==> src/sv/stl_pkg.sv <==
// shared types, character codes and helper functions for the source token lexer
`timescale 1ns / 1ps

package stl_pkg;

	// default width of the position, start and length counters
	localparam int OFFSET_WIDTH = 16;

	// lexer modes
	typedef enum logic [3:0] {
		MODE_IDLE       = 4'd0,
		MODE_IDENT      = 4'd1,
		MODE_NUMBER     = 4'd2,
		MODE_STRING     = 4'd3,
		MODE_CHAR       = 4'd4,
		MODE_OPER       = 4'd5,
		MODE_OPER_SLASH = 4'd6,
		MODE_LINE       = 4'd7,
		MODE_BLOCK      = 4'd8
	} mode_t;

	// token kinds as they leave the block
	typedef enum logic [2:0] {
		KIND_IDENT  = 3'd0,
		KIND_IF     = 3'd1,
		KIND_ELSE   = 3'd2,
		KIND_NUMBER = 3'd3,
		KIND_STRING = 3'd4,
		KIND_CHAR   = 3'd5,
		KIND_OPER   = 3'd6,
		KIND_ERROR  = 3'd7
	} kind_t;

	// partial keyword match inside an identifier
	typedef enum logic [2:0] {
		KW_NONE = 3'd0,
		KW_I    = 3'd1,
		KW_IF   = 3'd2,
		KW_E    = 3'd3,
		KW_EL   = 3'd4,
		KW_ELS  = 3'd5,
		KW_ELSE = 3'd6
	} kw_t;

	// one token record
	typedef struct packed {
		kind_t       token_kind;
		logic [15:0] start_offset;
		logic [15:0] token_length;
		logic        last_of_item;
		logic        final_token;
	} tok_rec_t;

	// character codes
	localparam logic [7:0] CH_TAB   = 8'h09;
	localparam logic [7:0] CH_LF    = 8'h0A;
	localparam logic [7:0] CH_CR    = 8'h0D;
	localparam logic [7:0] CH_SPACE = 8'h20;
	localparam logic [7:0] CH_DQUOT = 8'h22;
	localparam logic [7:0] CH_PCT   = 8'h25;
	localparam logic [7:0] CH_SQUOT = 8'h27;
	localparam logic [7:0] CH_STAR  = 8'h2A;
	localparam logic [7:0] CH_PLUS  = 8'h2B;
	localparam logic [7:0] CH_MINUS = 8'h2D;
	localparam logic [7:0] CH_SLASH = 8'h2F;
	localparam logic [7:0] CH_ZERO  = 8'h30;
	localparam logic [7:0] CH_NINE  = 8'h39;
	localparam logic [7:0] CH_EQ    = 8'h3D;
	localparam logic [7:0] CH_UPA   = 8'h41;
	localparam logic [7:0] CH_UPZ   = 8'h5A;
	localparam logic [7:0] CH_LOA   = 8'h61;
	localparam logic [7:0] CH_LOE   = 8'h65;
	localparam logic [7:0] CH_LOF   = 8'h66;
	localparam logic [7:0] CH_LOI   = 8'h69;
	localparam logic [7:0] CH_LOL   = 8'h6C;
	localparam logic [7:0] CH_LOS   = 8'h73;
	localparam logic [7:0] CH_LOZ   = 8'h7A;

	function automatic logic is_digit(input logic [7:0] c);
		return (c >= CH_ZERO) && (c <= CH_NINE);
	endfunction

	function automatic logic is_letter(input logic [7:0] c);
		return ((c >= CH_UPA) && (c <= CH_UPZ)) || ((c >= CH_LOA) && (c <= CH_LOZ));
	endfunction

	function automatic logic is_op(input logic [7:0] c);
		return (c == CH_PLUS) || (c == CH_MINUS) || (c == CH_STAR) || (c == CH_SLASH)
			|| (c == CH_PCT) || (c == CH_EQ);
	endfunction

	// advance the keyword tracker by one identifier byte
	function automatic kw_t kw_next(input kw_t k, input logic [7:0] c);
		kw_t r;
		r = KW_NONE;
		if (k == KW_I && c == CH_LOF) r = KW_IF;
		if (k == KW_E && c == CH_LOL) r = KW_EL;
		if (k == KW_EL && c == CH_LOS) r = KW_ELS;
		if (k == KW_ELS && c == CH_LOE) r = KW_ELSE;
		return r;
	endfunction

	// kind of a closed identifier
	function automatic kind_t ident_kind(input kw_t k);
		kind_t r;
		r = KIND_IDENT;
		if (k == KW_IF) r = KIND_IF;
		if (k == KW_ELSE) r = KIND_ELSE;
		return r;
	endfunction

endpackage

==> src/sv/stl_if.sv <==
// valid/ready channels for source bytes and token records
`timescale 1ns / 1ps

interface stl_byte_if;
	logic       valid;
	logic       ready;
	logic [7:0] char_in;
	logic       end_of_input;

	modport source (output valid, output char_in, output end_of_input, input ready);
	modport sink (input valid, input char_in, input end_of_input, output ready);
endinterface

interface stl_tok_if;
	logic        valid;
	logic        ready;
	logic [2:0]  token_kind;
	logic [15:0] start_offset;
	logic [15:0] token_length;
	logic        last_of_item;
	logic        final_token;

	modport source (output valid, output token_kind, output start_offset,
		output token_length, output last_of_item, output final_token, input ready);
	modport sink (input valid, input token_kind, input start_offset,
		input token_length, input last_of_item, input final_token, output ready);
endinterface

==> src/sv/source_token_lexer.sv <==
// source token lexer: byte stream in, token records out
//
//  channel  dir  payload
//  text     in   char_in[7:0], end_of_input
//  tokens   out  token_kind[2:0], start_offset[15:0], token_length[15:0],
//                last_of_item, final_token
//
// one byte is accepted per cycle while text.ready is high; the mode update is
// a single pass of logic between the byte register and a four-entry token buffer
// a token passes from the byte register into the token buffer, whose head drives the output
// a byte may close one token and, at end of input, emit a second one, so each
// token needs its own output beat; the buffer must hold two free slots for
// a byte to move on, and text.ready drops while it cannot
// reset clears the mode, counters and buffer at once; no clearing pass
`timescale 1ns / 1ps

module source_token_lexer #(
	parameter int OFFSET_WIDTH = stl_pkg::OFFSET_WIDTH
) (
	input  logic         clk,
	input  logic         arst_n,
	stl_byte_if.sink     text,
	stl_tok_if.source    tokens
);

	localparam int OW = OFFSET_WIDTH;
	localparam int DEPTH = 4;
	localparam int PTR_W = $clog2(DEPTH);
	localparam int CNT_W = $clog2(DEPTH + 1);
	localparam logic [OW-1:0] LIM16 = OW'(17'h0FFFF);

	// byte register
	logic       valid_s1;
	logic [7:0] char_s1;
	logic       eoi_s1;

	// lexer state
	stl_pkg::mode_t mode_q, mode_m;
	stl_pkg::kw_t   kw_q, kw_m;
	logic [OW-1:0]  pos_q, tstart_q, tstart_m, len_q, len_m;
	logic           pstar_q, pstar_m;

	// token buffer
	stl_pkg::tok_rec_t fifo_q [DEPTH];
	logic [PTR_W-1:0]  wr_ptr_q, rd_ptr_q;
	logic [CNT_W-1:0]  cnt_q;

	logic room, adv, pop;
	logic emit_a, emit_b;
	stl_pkg::tok_rec_t rec_a, rec_b, first_rec;
	logic [1:0] push_cnt;

	function automatic logic [OW-1:0] sat_inc(input logic [OW-1:0] v);
		return (v == {OW{1'b1}}) ? v : v + OW'(1);
	endfunction

	function automatic logic [15:0] clamp16(input logic [OW-1:0] v);
		return (v > LIM16) ? 16'hFFFF : 16'(v);
	endfunction

	function automatic stl_pkg::tok_rec_t mk_rec(input stl_pkg::kind_t k,
			input logic [OW-1:0] s, input logic [OW-1:0] l);
		stl_pkg::tok_rec_t r;
		r.token_kind   = k;
		r.start_offset = clamp16(s);
		r.token_length = clamp16(l);
		r.last_of_item = 1'b0;
		r.final_token  = 1'b0;
		return r;
	endfunction

	// handshake
	assign room = cnt_q <= CNT_W'(DEPTH - 2);
	assign adv = valid_s1 && room;
	assign text.ready = !valid_s1 || room;
	assign pop = tokens.valid && tokens.ready;

	// byte register
	always_ff @(posedge clk or negedge arst_n) begin
		if (!arst_n) begin
			valid_s1 <= 1'b0;
		end else if (text.ready) begin
			valid_s1 <= text.valid;
		end
	end

	always_ff @(posedge clk) begin
		if (text.ready && text.valid) begin
			char_s1 <= text.char_in;
			eoi_s1  <= text.end_of_input;
		end
	end

	// next state for one byte, before the end-of-input reset
	always_comb begin
		logic restart;
		logic [7:0] c;
		c        = char_s1;
		restart  = 1'b0;
		mode_m   = mode_q;
		kw_m     = kw_q;
		tstart_m = tstart_q;
		len_m    = len_q;
		pstar_m  = pstar_q;
		unique case (mode_q)
			stl_pkg::MODE_STRING: begin
				if (c == stl_pkg::CH_DQUOT) mode_m = stl_pkg::MODE_IDLE;
				else len_m = sat_inc(len_q);
			end
			stl_pkg::MODE_CHAR: begin
				if (c == stl_pkg::CH_SQUOT) mode_m = stl_pkg::MODE_IDLE;
				else len_m = sat_inc(len_q);
			end
			stl_pkg::MODE_LINE: begin
				if (c == stl_pkg::CH_LF) mode_m = stl_pkg::MODE_IDLE;
			end
			stl_pkg::MODE_BLOCK: begin
				if (pstar_q && c == stl_pkg::CH_SLASH) begin
					mode_m  = stl_pkg::MODE_IDLE;
					pstar_m = 1'b0;
				end else begin
					pstar_m = (c == stl_pkg::CH_STAR);
					len_m   = sat_inc(len_q);
				end
			end
			stl_pkg::MODE_IDENT: begin
				if (stl_pkg::is_letter(c) || stl_pkg::is_digit(c)) begin
					len_m = sat_inc(len_q);
					kw_m  = stl_pkg::kw_next(kw_q, c);
				end else begin
					restart = 1'b1;
				end
			end
			stl_pkg::MODE_NUMBER: begin
				if (stl_pkg::is_digit(c)) len_m = sat_inc(len_q);
				else restart = 1'b1;
			end
			stl_pkg::MODE_OPER_SLASH, stl_pkg::MODE_OPER: begin
				if (mode_q == stl_pkg::MODE_OPER_SLASH
						&& (c == stl_pkg::CH_SLASH || c == stl_pkg::CH_STAR)) begin
					// comment opens; the slash belongs to it
					mode_m   = (c == stl_pkg::CH_SLASH) ? stl_pkg::MODE_LINE
						: stl_pkg::MODE_BLOCK;
					tstart_m = (pos_q != '0) ? pos_q - OW'(1) : '0;
					len_m    = '0;
					pstar_m  = 1'b0;
				end else if (stl_pkg::is_op(c)) begin
					len_m  = sat_inc(len_q);
					mode_m = (c == stl_pkg::CH_SLASH) ? stl_pkg::MODE_OPER_SLASH
						: stl_pkg::MODE_OPER;
				end else begin
					restart = 1'b1;
				end
			end
			default: restart = 1'b1;
		endcase

		// the closing byte starts whatever follows
		if (restart) begin
			len_m = '0;
			if (stl_pkg::is_op(c)) begin
				mode_m   = (c == stl_pkg::CH_SLASH) ? stl_pkg::MODE_OPER_SLASH
					: stl_pkg::MODE_OPER;
				tstart_m = pos_q;
				len_m    = OW'(1);
			end else if (stl_pkg::is_digit(c)) begin
				mode_m   = stl_pkg::MODE_NUMBER;
				tstart_m = pos_q;
				len_m    = OW'(1);
			end else if (stl_pkg::is_letter(c)) begin
				mode_m   = stl_pkg::MODE_IDENT;
				tstart_m = pos_q;
				len_m    = OW'(1);
				kw_m     = (c == stl_pkg::CH_LOI) ? stl_pkg::KW_I
					: ((c == stl_pkg::CH_LOE) ? stl_pkg::KW_E : stl_pkg::KW_NONE);
			end else if (c == stl_pkg::CH_DQUOT || c == stl_pkg::CH_SQUOT) begin
				mode_m   = (c == stl_pkg::CH_DQUOT) ? stl_pkg::MODE_STRING
					: stl_pkg::MODE_CHAR;
				tstart_m = sat_inc(pos_q);
			end else begin
				mode_m = stl_pkg::MODE_IDLE;
			end
		end
	end

	// token records produced by one byte
	always_comb begin
		logic [7:0] c;
		c      = char_s1;
		emit_a = 1'b0;
		emit_b = 1'b0;
		rec_a  = mk_rec(stl_pkg::KIND_OPER, tstart_q, len_q);
		rec_b  = mk_rec(stl_pkg::KIND_ERROR, tstart_m, len_m);
		// token closed by this byte
		unique case (mode_q)
			stl_pkg::MODE_STRING: begin
				emit_a = (c == stl_pkg::CH_DQUOT);
				rec_a  = mk_rec(stl_pkg::KIND_STRING, tstart_q, len_q);
			end
			stl_pkg::MODE_CHAR: begin
				emit_a = (c == stl_pkg::CH_SQUOT);
				rec_a  = mk_rec(stl_pkg::KIND_CHAR, tstart_q, len_q);
			end
			stl_pkg::MODE_IDENT: begin
				emit_a = !(stl_pkg::is_letter(c) || stl_pkg::is_digit(c));
				rec_a  = mk_rec(stl_pkg::ident_kind(kw_q), tstart_q, len_q);
			end
			stl_pkg::MODE_NUMBER: begin
				emit_a = !stl_pkg::is_digit(c);
				rec_a  = mk_rec(stl_pkg::KIND_NUMBER, tstart_q, len_q);
			end
			stl_pkg::MODE_OPER_SLASH, stl_pkg::MODE_OPER: begin
				if (mode_q == stl_pkg::MODE_OPER_SLASH
						&& (c == stl_pkg::CH_SLASH || c == stl_pkg::CH_STAR)) begin
					// run before the comment opener, if any
					emit_a = len_q > OW'(1);
					rec_a  = mk_rec(stl_pkg::KIND_OPER, tstart_q, len_q - OW'(1));
				end else begin
					emit_a = !stl_pkg::is_op(c);
				end
			end
			default: emit_a = 1'b0;
		endcase

		// pending token flushed at end of input; an open string, char or block comment gives an error token
		if (eoi_s1) begin
			unique case (mode_m)
				stl_pkg::MODE_IDENT: begin
					emit_b = 1'b1;
					rec_b  = mk_rec(stl_pkg::ident_kind(kw_m), tstart_m, len_m);
				end
				stl_pkg::MODE_NUMBER: begin
					emit_b = 1'b1;
					rec_b  = mk_rec(stl_pkg::KIND_NUMBER, tstart_m, len_m);
				end
				stl_pkg::MODE_OPER, stl_pkg::MODE_OPER_SLASH: begin
					emit_b = 1'b1;
					rec_b  = mk_rec(stl_pkg::KIND_OPER, tstart_m, len_m);
				end
				stl_pkg::MODE_STRING, stl_pkg::MODE_CHAR, stl_pkg::MODE_BLOCK: begin
					emit_b = 1'b1;
				end
				default: emit_b = 1'b0;
			endcase
		end

		rec_a.last_of_item = !emit_b;
		rec_a.final_token  = eoi_s1 && !emit_b;
		rec_b.last_of_item = 1'b1;
		rec_b.final_token  = 1'b1;
	end

	assign first_rec = emit_a ? rec_a : rec_b;
	assign push_cnt = {1'b0, emit_a} + {1'b0, emit_b};

	// lexer state registers
	always_ff @(posedge clk or negedge arst_n) begin
		if (!arst_n) begin
			mode_q   <= stl_pkg::MODE_IDLE;
			kw_q     <= stl_pkg::KW_NONE;
			pos_q    <= '0;
			tstart_q <= '0;
			len_q    <= '0;
			pstar_q  <= 1'b0;
		end else if (adv) begin
			if (eoi_s1) begin
				mode_q   <= stl_pkg::MODE_IDLE;
				kw_q     <= stl_pkg::KW_NONE;
				pos_q    <= '0;
				tstart_q <= '0;
				len_q    <= '0;
				pstar_q  <= 1'b0;
			end else begin
				mode_q   <= mode_m;
				kw_q     <= kw_m;
				pos_q    <= sat_inc(pos_q);
				tstart_q <= tstart_m;
				len_q    <= len_m;
				pstar_q  <= pstar_m;
			end
		end
	end

	// buffer pointers and fill count
	always_ff @(posedge clk or negedge arst_n) begin
		if (!arst_n) begin
			wr_ptr_q <= '0;
			rd_ptr_q <= '0;
			cnt_q    <= '0;
		end else begin
			if (adv) wr_ptr_q <= wr_ptr_q + PTR_W'(push_cnt & {2{adv}});
			if (pop) rd_ptr_q <= rd_ptr_q + PTR_W'(1);
			cnt_q <= cnt_q + CNT_W'(adv ? push_cnt : 2'd0) - CNT_W'(pop);
		end
	end

	// buffer storage
	always_ff @(posedge clk) begin
		if (adv && (emit_a || emit_b)) fifo_q[wr_ptr_q] <= first_rec;
		if (adv && emit_a && emit_b) fifo_q[wr_ptr_q + PTR_W'(1)] <= rec_b;
	end

	// output beat
	assign tokens.valid        = cnt_q != '0;
	assign tokens.token_kind   = fifo_q[rd_ptr_q].token_kind;
	assign tokens.start_offset = fifo_q[rd_ptr_q].start_offset;
	assign tokens.token_length = fifo_q[rd_ptr_q].token_length;
	assign tokens.last_of_item = fifo_q[rd_ptr_q].last_of_item;
	assign tokens.final_token  = fifo_q[rd_ptr_q].final_token;

`ifndef SYNTHESIS
	// buffer never overfills
	a_cnt_bound: assert property (@(posedge clk) disable iff (!arst_n)
		cnt_q <= CNT_W'(DEPTH))
		else $error("token buffer count beyond depth");

	// the final token of a source is also the last of its byte
	a_final_last: assert property (@(posedge clk) disable iff (!arst_n)
		tokens.valid && tokens.final_token |-> tokens.last_of_item)
		else $error("final token without last_of_item");

	// end of input returns the lexer to its reset state
	a_eoi_reset: assert property (@(posedge clk) disable iff (!arst_n)
		adv && eoi_s1 |=> pos_q == '0 && mode_q == stl_pkg::MODE_IDLE && len_q == '0)
		else $error("lexer state not cleared after end of input");
`endif

endmodule
==> src/flat_wrapper.sv <==
// flat-port wrapper written by rule: the top's interface ports become plain ports
module source_token_lexer_flat 
#(
	parameter int OFFSET_WIDTH = stl_pkg::OFFSET_WIDTH
)
  (clk, arst_n, text_valid, text_char_in, text_end_of_input, text_ready, tokens_valid, tokens_token_kind, tokens_start_offset, tokens_token_length, tokens_last_of_item, tokens_final_token, tokens_ready);
  stl_byte_if text_i ();
  stl_tok_if tokens_i ();
  input  logic clk;
  input  logic arst_n;
  input wire logic [$bits(text_i.valid)-1:0] text_valid;
  input wire logic [$bits(text_i.char_in)-1:0] text_char_in;
  input wire logic [$bits(text_i.end_of_input)-1:0] text_end_of_input;
  output wire logic [$bits(text_i.ready)-1:0] text_ready;
  output wire logic [$bits(tokens_i.valid)-1:0] tokens_valid;
  output wire logic [$bits(tokens_i.token_kind)-1:0] tokens_token_kind;
  output wire logic [$bits(tokens_i.start_offset)-1:0] tokens_start_offset;
  output wire logic [$bits(tokens_i.token_length)-1:0] tokens_token_length;
  output wire logic [$bits(tokens_i.last_of_item)-1:0] tokens_last_of_item;
  output wire logic [$bits(tokens_i.final_token)-1:0] tokens_final_token;
  input wire logic [$bits(tokens_i.ready)-1:0] tokens_ready;
  assign text_i.valid = text_valid;
  assign text_i.char_in = text_char_in;
  assign text_i.end_of_input = text_end_of_input;
  assign text_ready = text_i.ready;
  assign tokens_valid = tokens_i.valid;
  assign tokens_token_kind = tokens_i.token_kind;
  assign tokens_start_offset = tokens_i.start_offset;
  assign tokens_token_length = tokens_i.token_length;
  assign tokens_last_of_item = tokens_i.last_of_item;
  assign tokens_final_token = tokens_i.final_token;
  assign tokens_i.ready = tokens_ready;
  source_token_lexer #(.OFFSET_WIDTH(OFFSET_WIDTH)) u_core (.clk(clk), .arst_n(arst_n), .text(text_i), .tokens(tokens_i));
endmodule
==> config.mk <==
export PLATFORM = sky130hd
export DESIGN_NAME = source_token_lexer_flat
export DESIGN_NICKNAME = d
export VERILOG_FILES = /design/src/sv/stl_pkg.sv /design/src/sv/stl_if.sv /design/src/sv/source_token_lexer.sv /design/src/flat_wrapper.sv
export SDC_FILE = /design/constraint.sdc
export NUM_CORES = 1
export LEC_CHECK = 0
export BUFFER_PORTS_ARGS = -buffer_cell sky130_fd_sc_hd__buf_2
export CORE_MARGIN = 2
export CORE_UTILIZATION = 41
export DETAILED_ROUTE_END_ITERATION = 16
export PLACE_DENSITY_LB_ADDON = 0.3
export SKIP_CTS_REPAIR_TIMING = 1
export SYNTH_ARGS = -nofsm -noshare
export SYNTH_HDL_FRONTEND = slang
export SYNTH_SLANG_ARGS = --single-unit
export TNS_END_PERCENT = 10
==> constraint.sdc <==
create_clock -name clk -period 6.3 [get_ports clk]
set_input_delay 0.945 -clock clk [delete_from_list [all_inputs] [get_ports clk]]
set_output_delay 0.945 -clock clk [all_outputs]
set_load 0.02 [all_outputs]
After elaboration in Yosys (flattened, before gate mapping) --
Memories as Yosys holds them, arrays and structs flattened. Cells that the tools add are included.
Storage, ports and cells: register bits 73, bits in writable memories 148, output and inout bits 39, logic and storage cells 203, memories kept 1
Memories:
- u_core.fifo_q | depth 4, bits a word 37, read ports 1, clocked after Yosys merged registers in 0, write ports 2, RTL line source_token_lexer.sv:44 | stl_pkg::tok_rec_t fifo_q [DEPTH];
Operators by class: $add $sub $neg 10, magnitude comparators 13, equality and inequality tests 40, mux-type cells 86, bitwise gates (word level) 1, reduce and logical (&&, ||, !) cells 40
Operators by type and width (number):
- $mux 16 | 28
- $pmux 37 s5 | 1
- $pmux 37 s3 | 1
- $pmux 16 s6 | 1
- $gt 16x16->1 const B | 5
- $mux 37 | 2
- $eq 8x6->1 const B | 8
- $mux 4 | 13
- $eq 8x7->1 const B | 5
- $mux 3 | 12
- $add 16x1->16 const B | 2
- $eq 16x16->1 const B | 2
- $sub 16x1->16 const B | 2
- $eq 4x3->1 const B | 7
- $pmux 4 s5 | 1
- $mux 18 | 1
- $mux 1 | 17
- $eq 4x2->1 const B | 4
- $ge 8x7->1 const B | 2
- $gt 16x1->1 const B | 1
- $le 8x7->1 const B | 2
- $logic_and 1x1->1 | 16
- $reduce_bool 16->1 | 1
- $eq 3x3->1 const B | 4
- other kinds (26) | 52

Depth between registers and ports, before layout --
depth in word-level cells 18, mapped depth 18

Least setup slack after synthesis --
OpenSTA, ideal clock, no wires.
path type register to register, from register u_core.len_q[3], to memory u_core.fifo_q[0][10] in the netlist's numbering (enable), library setup time 0.497 ns, arrival 4.029 ns, data required time 5.803 ns, setup slack 1.774 ns, cell stages (with the launch flop) 16, path buffers 5, clock period less this slack 4.526 ns, path through dfrtp_1 clkbuf_1 or3_1 or4_1 nor3_2 a31oi_1 or2_1 buf_4 inv_1 buf_2 buf_1 ha_1 nor2_1 nand2_1 clkbuf_1 nand2_1
RTL lines:
- start, declared | RTL line source_token_lexer.sv:40 | logic [OW-1:0] pos_q, tstart_q, tstart_m, len_q, len_m;
- start signal, assigned | RTL line source_token_lexer.sv:278 | len_q <= len_m;
- end, declared | RTL line source_token_lexer.sv:44

==> impl_results.md <==
- Min-delay worst type: reg2reg
- Status: finished clean
- Post-synthesis simple-gate area fraction: between 10% and 20%
- Sequence of cells on the critical path: nor2_1 > a21o_1 > o311ai_1 > o221a_2 > o21ai_0 > nand2_1 > o21ai_0 > nand2b_1 > ha_1 > nor2_1 > nand2_1 > nor2_1 > nand2_1 > o21ai_0
- Final setup viols: 0
- Prevailing post-synth register cell: edfxtp_1
- Max transition margin: 19.89%
- Setup crit end: u_core.fifo_q[2][20]
- Largest family of logic cells by synthesized area: simple AND/OR/NAND/NOR gates
- EDFF count, synth: 149
- Layout fillers: 2956
- Die X: 182.5 µm
- Avg Vias per Cell: between 6 and 7
- DR DRC count: 0
- Final Util: between 40% and 50%
- Type of origin of the critical path: flip-flop
- Max Slew Vio Count: 0
- Seq cells post-synth: about 220
- First-pass GRT wire length: roughly 57000 µm
- Adder-cell area share of the yosys netlist: under 10%
- Ys Warns: 0
- Max incr delay on CP: 0.93 ns
- CTS tree: done
- Max Clock Skew: 0.01924 ns
- Max-cap violations: 0
- R2R Path Start: u_core.char_s1[2]
- Pwr Density: 437.3 nW/µm²
- ANT nets after route: 0
- Final nets: 1358
- Synth area leader: edfxtp_1
- R2R Path End: u_core.fifo_q[2][20]
- Top-area cell type share of the netlist area: 34.27%
- Worst hold margin: about 0.47 ns
- Crit path DAT: 5.77 ns
- Cells taking the most area after synthesis: edfxtp_1 34%, dfrtp_1 12%, mux4_2 6.4%, nand2_1 4.3%, o21ai_0 4.3%
- Mux contribution to synthesized area: 7.312%
- Maximum VDD drop: slightly below 0.3 mV
- GPL Wtd Cong: between 0.9 and 1
- Achievable Freq: between 0.15 and 0.2 GHz
- Syn_nets: 1359
- Port Buffers: 51
- Register area share after synthesis: about 48%
- Grt total ovfl: 0
- Die area: 33290 µm²
- Largest net degree at the start of global routing: 65
- Core area: ~31000 µm²
- Layout cells sized above 1: 13.74%
- Die H: 182.5 µm
- Sink Count: 221
- CP required: 6.64 ns
- Post-route clock period utilization: 86.12%
- Setup TNS: 0 ns
- Via Count: roughly 11000
- Synth Area in Compound Gates: 18.69%
- WS Path Type: reg2reg
- Routed WL: 36010 µm
- I/O pins: 52
- Async SR Flop Fraction: 28.96%
- DR WL/cell: 20.51 µm
- RSZ-0062 raised after global routing: no
- Worst path slowest cell: nor2_1
- Clock latency on the worst-skew pair: 0.54 ns
- Initial Util: 41.48%
- Tot Pwr: about 6.3 mW
- Mapped Cells: about 1300
- Starting DRT DRC Count: 934
- Number of diodes: 0
- CTS Buf Count: 26
- Leakage: 4.929 nW
- P&R area growth vs syn: 11.13%
- 1st-pass router iterations: 7
- Initial antenna violation count: 0
- Row count: 65
- Critical Path Fanout Max: 24
- Endpoints failing hold: 0
- Worst Setup End Kind: flip-flop
- Worst setup path start: u_core.char_s1[2]
- R2r worst-path depth: 14
- Synth cell types: just over 90
- Netlist Area Pre-Place: 13060 µm²
- Root buf cell: clkbuf_16
- Vias in the first global route: between 10000 and 15000
- Detailed placement HPWL: about 24000 µm
- Clock slew at reported path FFs: 0.06 ns
- R2R Setup Slk: roughly 0.9 ns
- Post-Synth XOR/XNOR Area: slightly above 2%
- Avg Cell Area, Syn: around 9.8 µm²
- Longest Clk Path Bufs: 3
- Min Tclk post-route: 5.426 ns
- Total track usage: between 20% and 30%
- Worst-Margin Slew: 1.197 ns
- H-tree Lvls: 1
[sequential cells by signal, indices dropped and copies added, names as in the netlist, 2 cells and up]
register / flops
u_core.char_s1: 8
u_core.rd_ptr_q: 2
u_core.kw_q: 3
u_core.len_q: 16
u_core.fifo_q: 148
u_core.tstart_q: 16
u_core.mode_q: 4
u_core.pos_q: 16
u_core.wr_ptr_q: 2
u_core.cnt_q: 3
[kinds of logic (layout without fill, tap and decap cells)]
kind of cell / after synthesis / after routing
AO/OA/AOI/OAI: 383 / 383
XOR/XNOR: 30 / 30
adder cells (fa/ha/maj): 11 / 11
buffers and inverters: 125 / 144
flip-flops: 221 / 221
multiplexers: 49 / 49
AND/OR/NAND/NOR: 516 / 516
[synthesized netlist by cell type (5+ instances only)]
| library cell | instances |
|---|---|
| a211o_1 | 5 |
| a211oi_1 | 7 |
| a21o_1 | 6 |
| a21oi_1 | 76 |
| a22o_1 | 17 |
| a22oi_1 | 5 |
| a31oi_1 | 16 |
| and2_1 | 13 |
| and3_1 | 10 |
| and4_1 | 6 |
| buf_1 | 11 |
| buf_2 | 16 |
| clkbuf_1 | 74 |
| dfrtp_1 | 64 |
| dfxtp_1 | 8 |
| edfxtp_1 | 149 |
| ha_1 | 10 |
| inv_1 | 21 |
| mux2i_1 | 11 |
| mux4_2 | 37 |
| nand2_1 | 151 |
| nand2b_1 | 17 |
| nand3_1 | 36 |
| nand4_1 | 11 |
| nor2_1 | 149 |
| nor2b_1 | 7 |
| nor3_1 | 43 |
| nor4_1 | 13 |
| o211ai_1 | 21 |
| o21a_1 | 9 |
| o21ai_0 | 112 |
| o21ai_1 | 29 |
| o22ai_1 | 26 |
| o31ai_1 | 8 |
| or2_2 | 6 |
| or3_1 | 17 |
| or4_1 | 6 |
| xnor2_1 | 20 |
| xor2_1 | 10 |
[report_power, final]
| part | total, mW | switching (mW) | internal (mW) |
|---|---|---|---|
| clock network | 1.59 | 0.628 | 0.961 |
| registers | 2.05 | 0.261 | 1.79 |
| logic | 2.70 | 1.76 | 0.946 |
[cell type report]
| class | count | area, µm² | area share [%] |
|---|---|---|---|
| clock inverters | 17 | 203.9 | 1.406 |
| well taps | 402 | 503.0 | 3.467 |
| clock buffers | 31 | 700.7 | 4.829 |
| flip-flops and latches | 221 | 6237 | 42.99 |
| inverters | 21 | 78.83 | 0.5433 |
| repair buffers | 75 | 460.4 | 3.174 |
| multi-input cells | 989 | 6325 | 43.59 |
[worst max-delay path, delay by kind of cell, from the launching register on]
family	cells	cell delay, ns
fa+ha+maj	1	0.23
compound gates	6	2.20
flops	1	0.63
simple gates	7	2.16
[metal layers]
| layer | track usage (%) | wire length [µm] | vias up |
|---|---|---|---|
| li1 | - | - | 5017 |
| met5 | 0 | 0 | - |
| met3 | 3.412 | 3095 | 59 |
| met1 | 32.58 | 16400 | 5152 |
| met4 | 5.387 | 704 | 0 |
| met2 | 32.90 | 15810 | 499 |
[stage by stage]
stage	worst slack (ns)	cell area [µm²]	instances
after global placement	1.329	13600	1708
after global routing	0.5146	14510	1756
after floorplan	1.774	13060	1335
final	0.8743	14510	1756
after CTS	0.9687	14510	1756
after detailed placement	1.067	13600	1708
[cell usage in the layout, fill, tap and decap left out, types with 7 or more instances in the layout]
master	count
ha_1	10
nand4_1	11
xnor2_1	20
nor2_1	149
nand3_1	36
a31oi_1	16
a211oi_1	7
and3_1	10
nand2b_1	17
nor3_1	43
buf_2	51
a21oi_1	76
buf_4	22
mux4_2	37
o21ai_0	112
edfxtp_1	149
nand2_1	150
o31ai_1	8
and2_1	13
a22o_1	17
inv_1	21
o211ai_1	21
clkbuf_16	27
o21a_1	9
xor2_1	10
or3_1	17
nor2b_1	7
mux2i_1	11
dfrtp_1	63
o21ai_1	29
nor4_1	12
dfxtp_1	8
o22ai_1	26
[worst min path at each step]
stage / end / cells past startpoint / slack [ns] / start
2_1_floorplan: u_core.fifo_q[2][1] / 2 / 0.44 / u_core.fifo_q[2][1]
3_3_place_gp: u_core.fifo_q[0][1] / 2 / 0.45 / u_core.fifo_q[0][1]
3_5_place_dp: u_core.fifo_q[2][1] / 2 / 0.47 / u_core.fifo_q[2][1]
4_1_cts: u_core.fifo_q[2][1] / 2 / 0.48 / u_core.fifo_q[2][1]
5_1_grt: u_core.fifo_q[1][1] / 2 / 0.51 / u_core.fifo_q[1][1]
6_report: u_core.fifo_q[2][1] / 2 / 0.47 / u_core.fifo_q[2][1]
(Power assumes the default switching activity.)
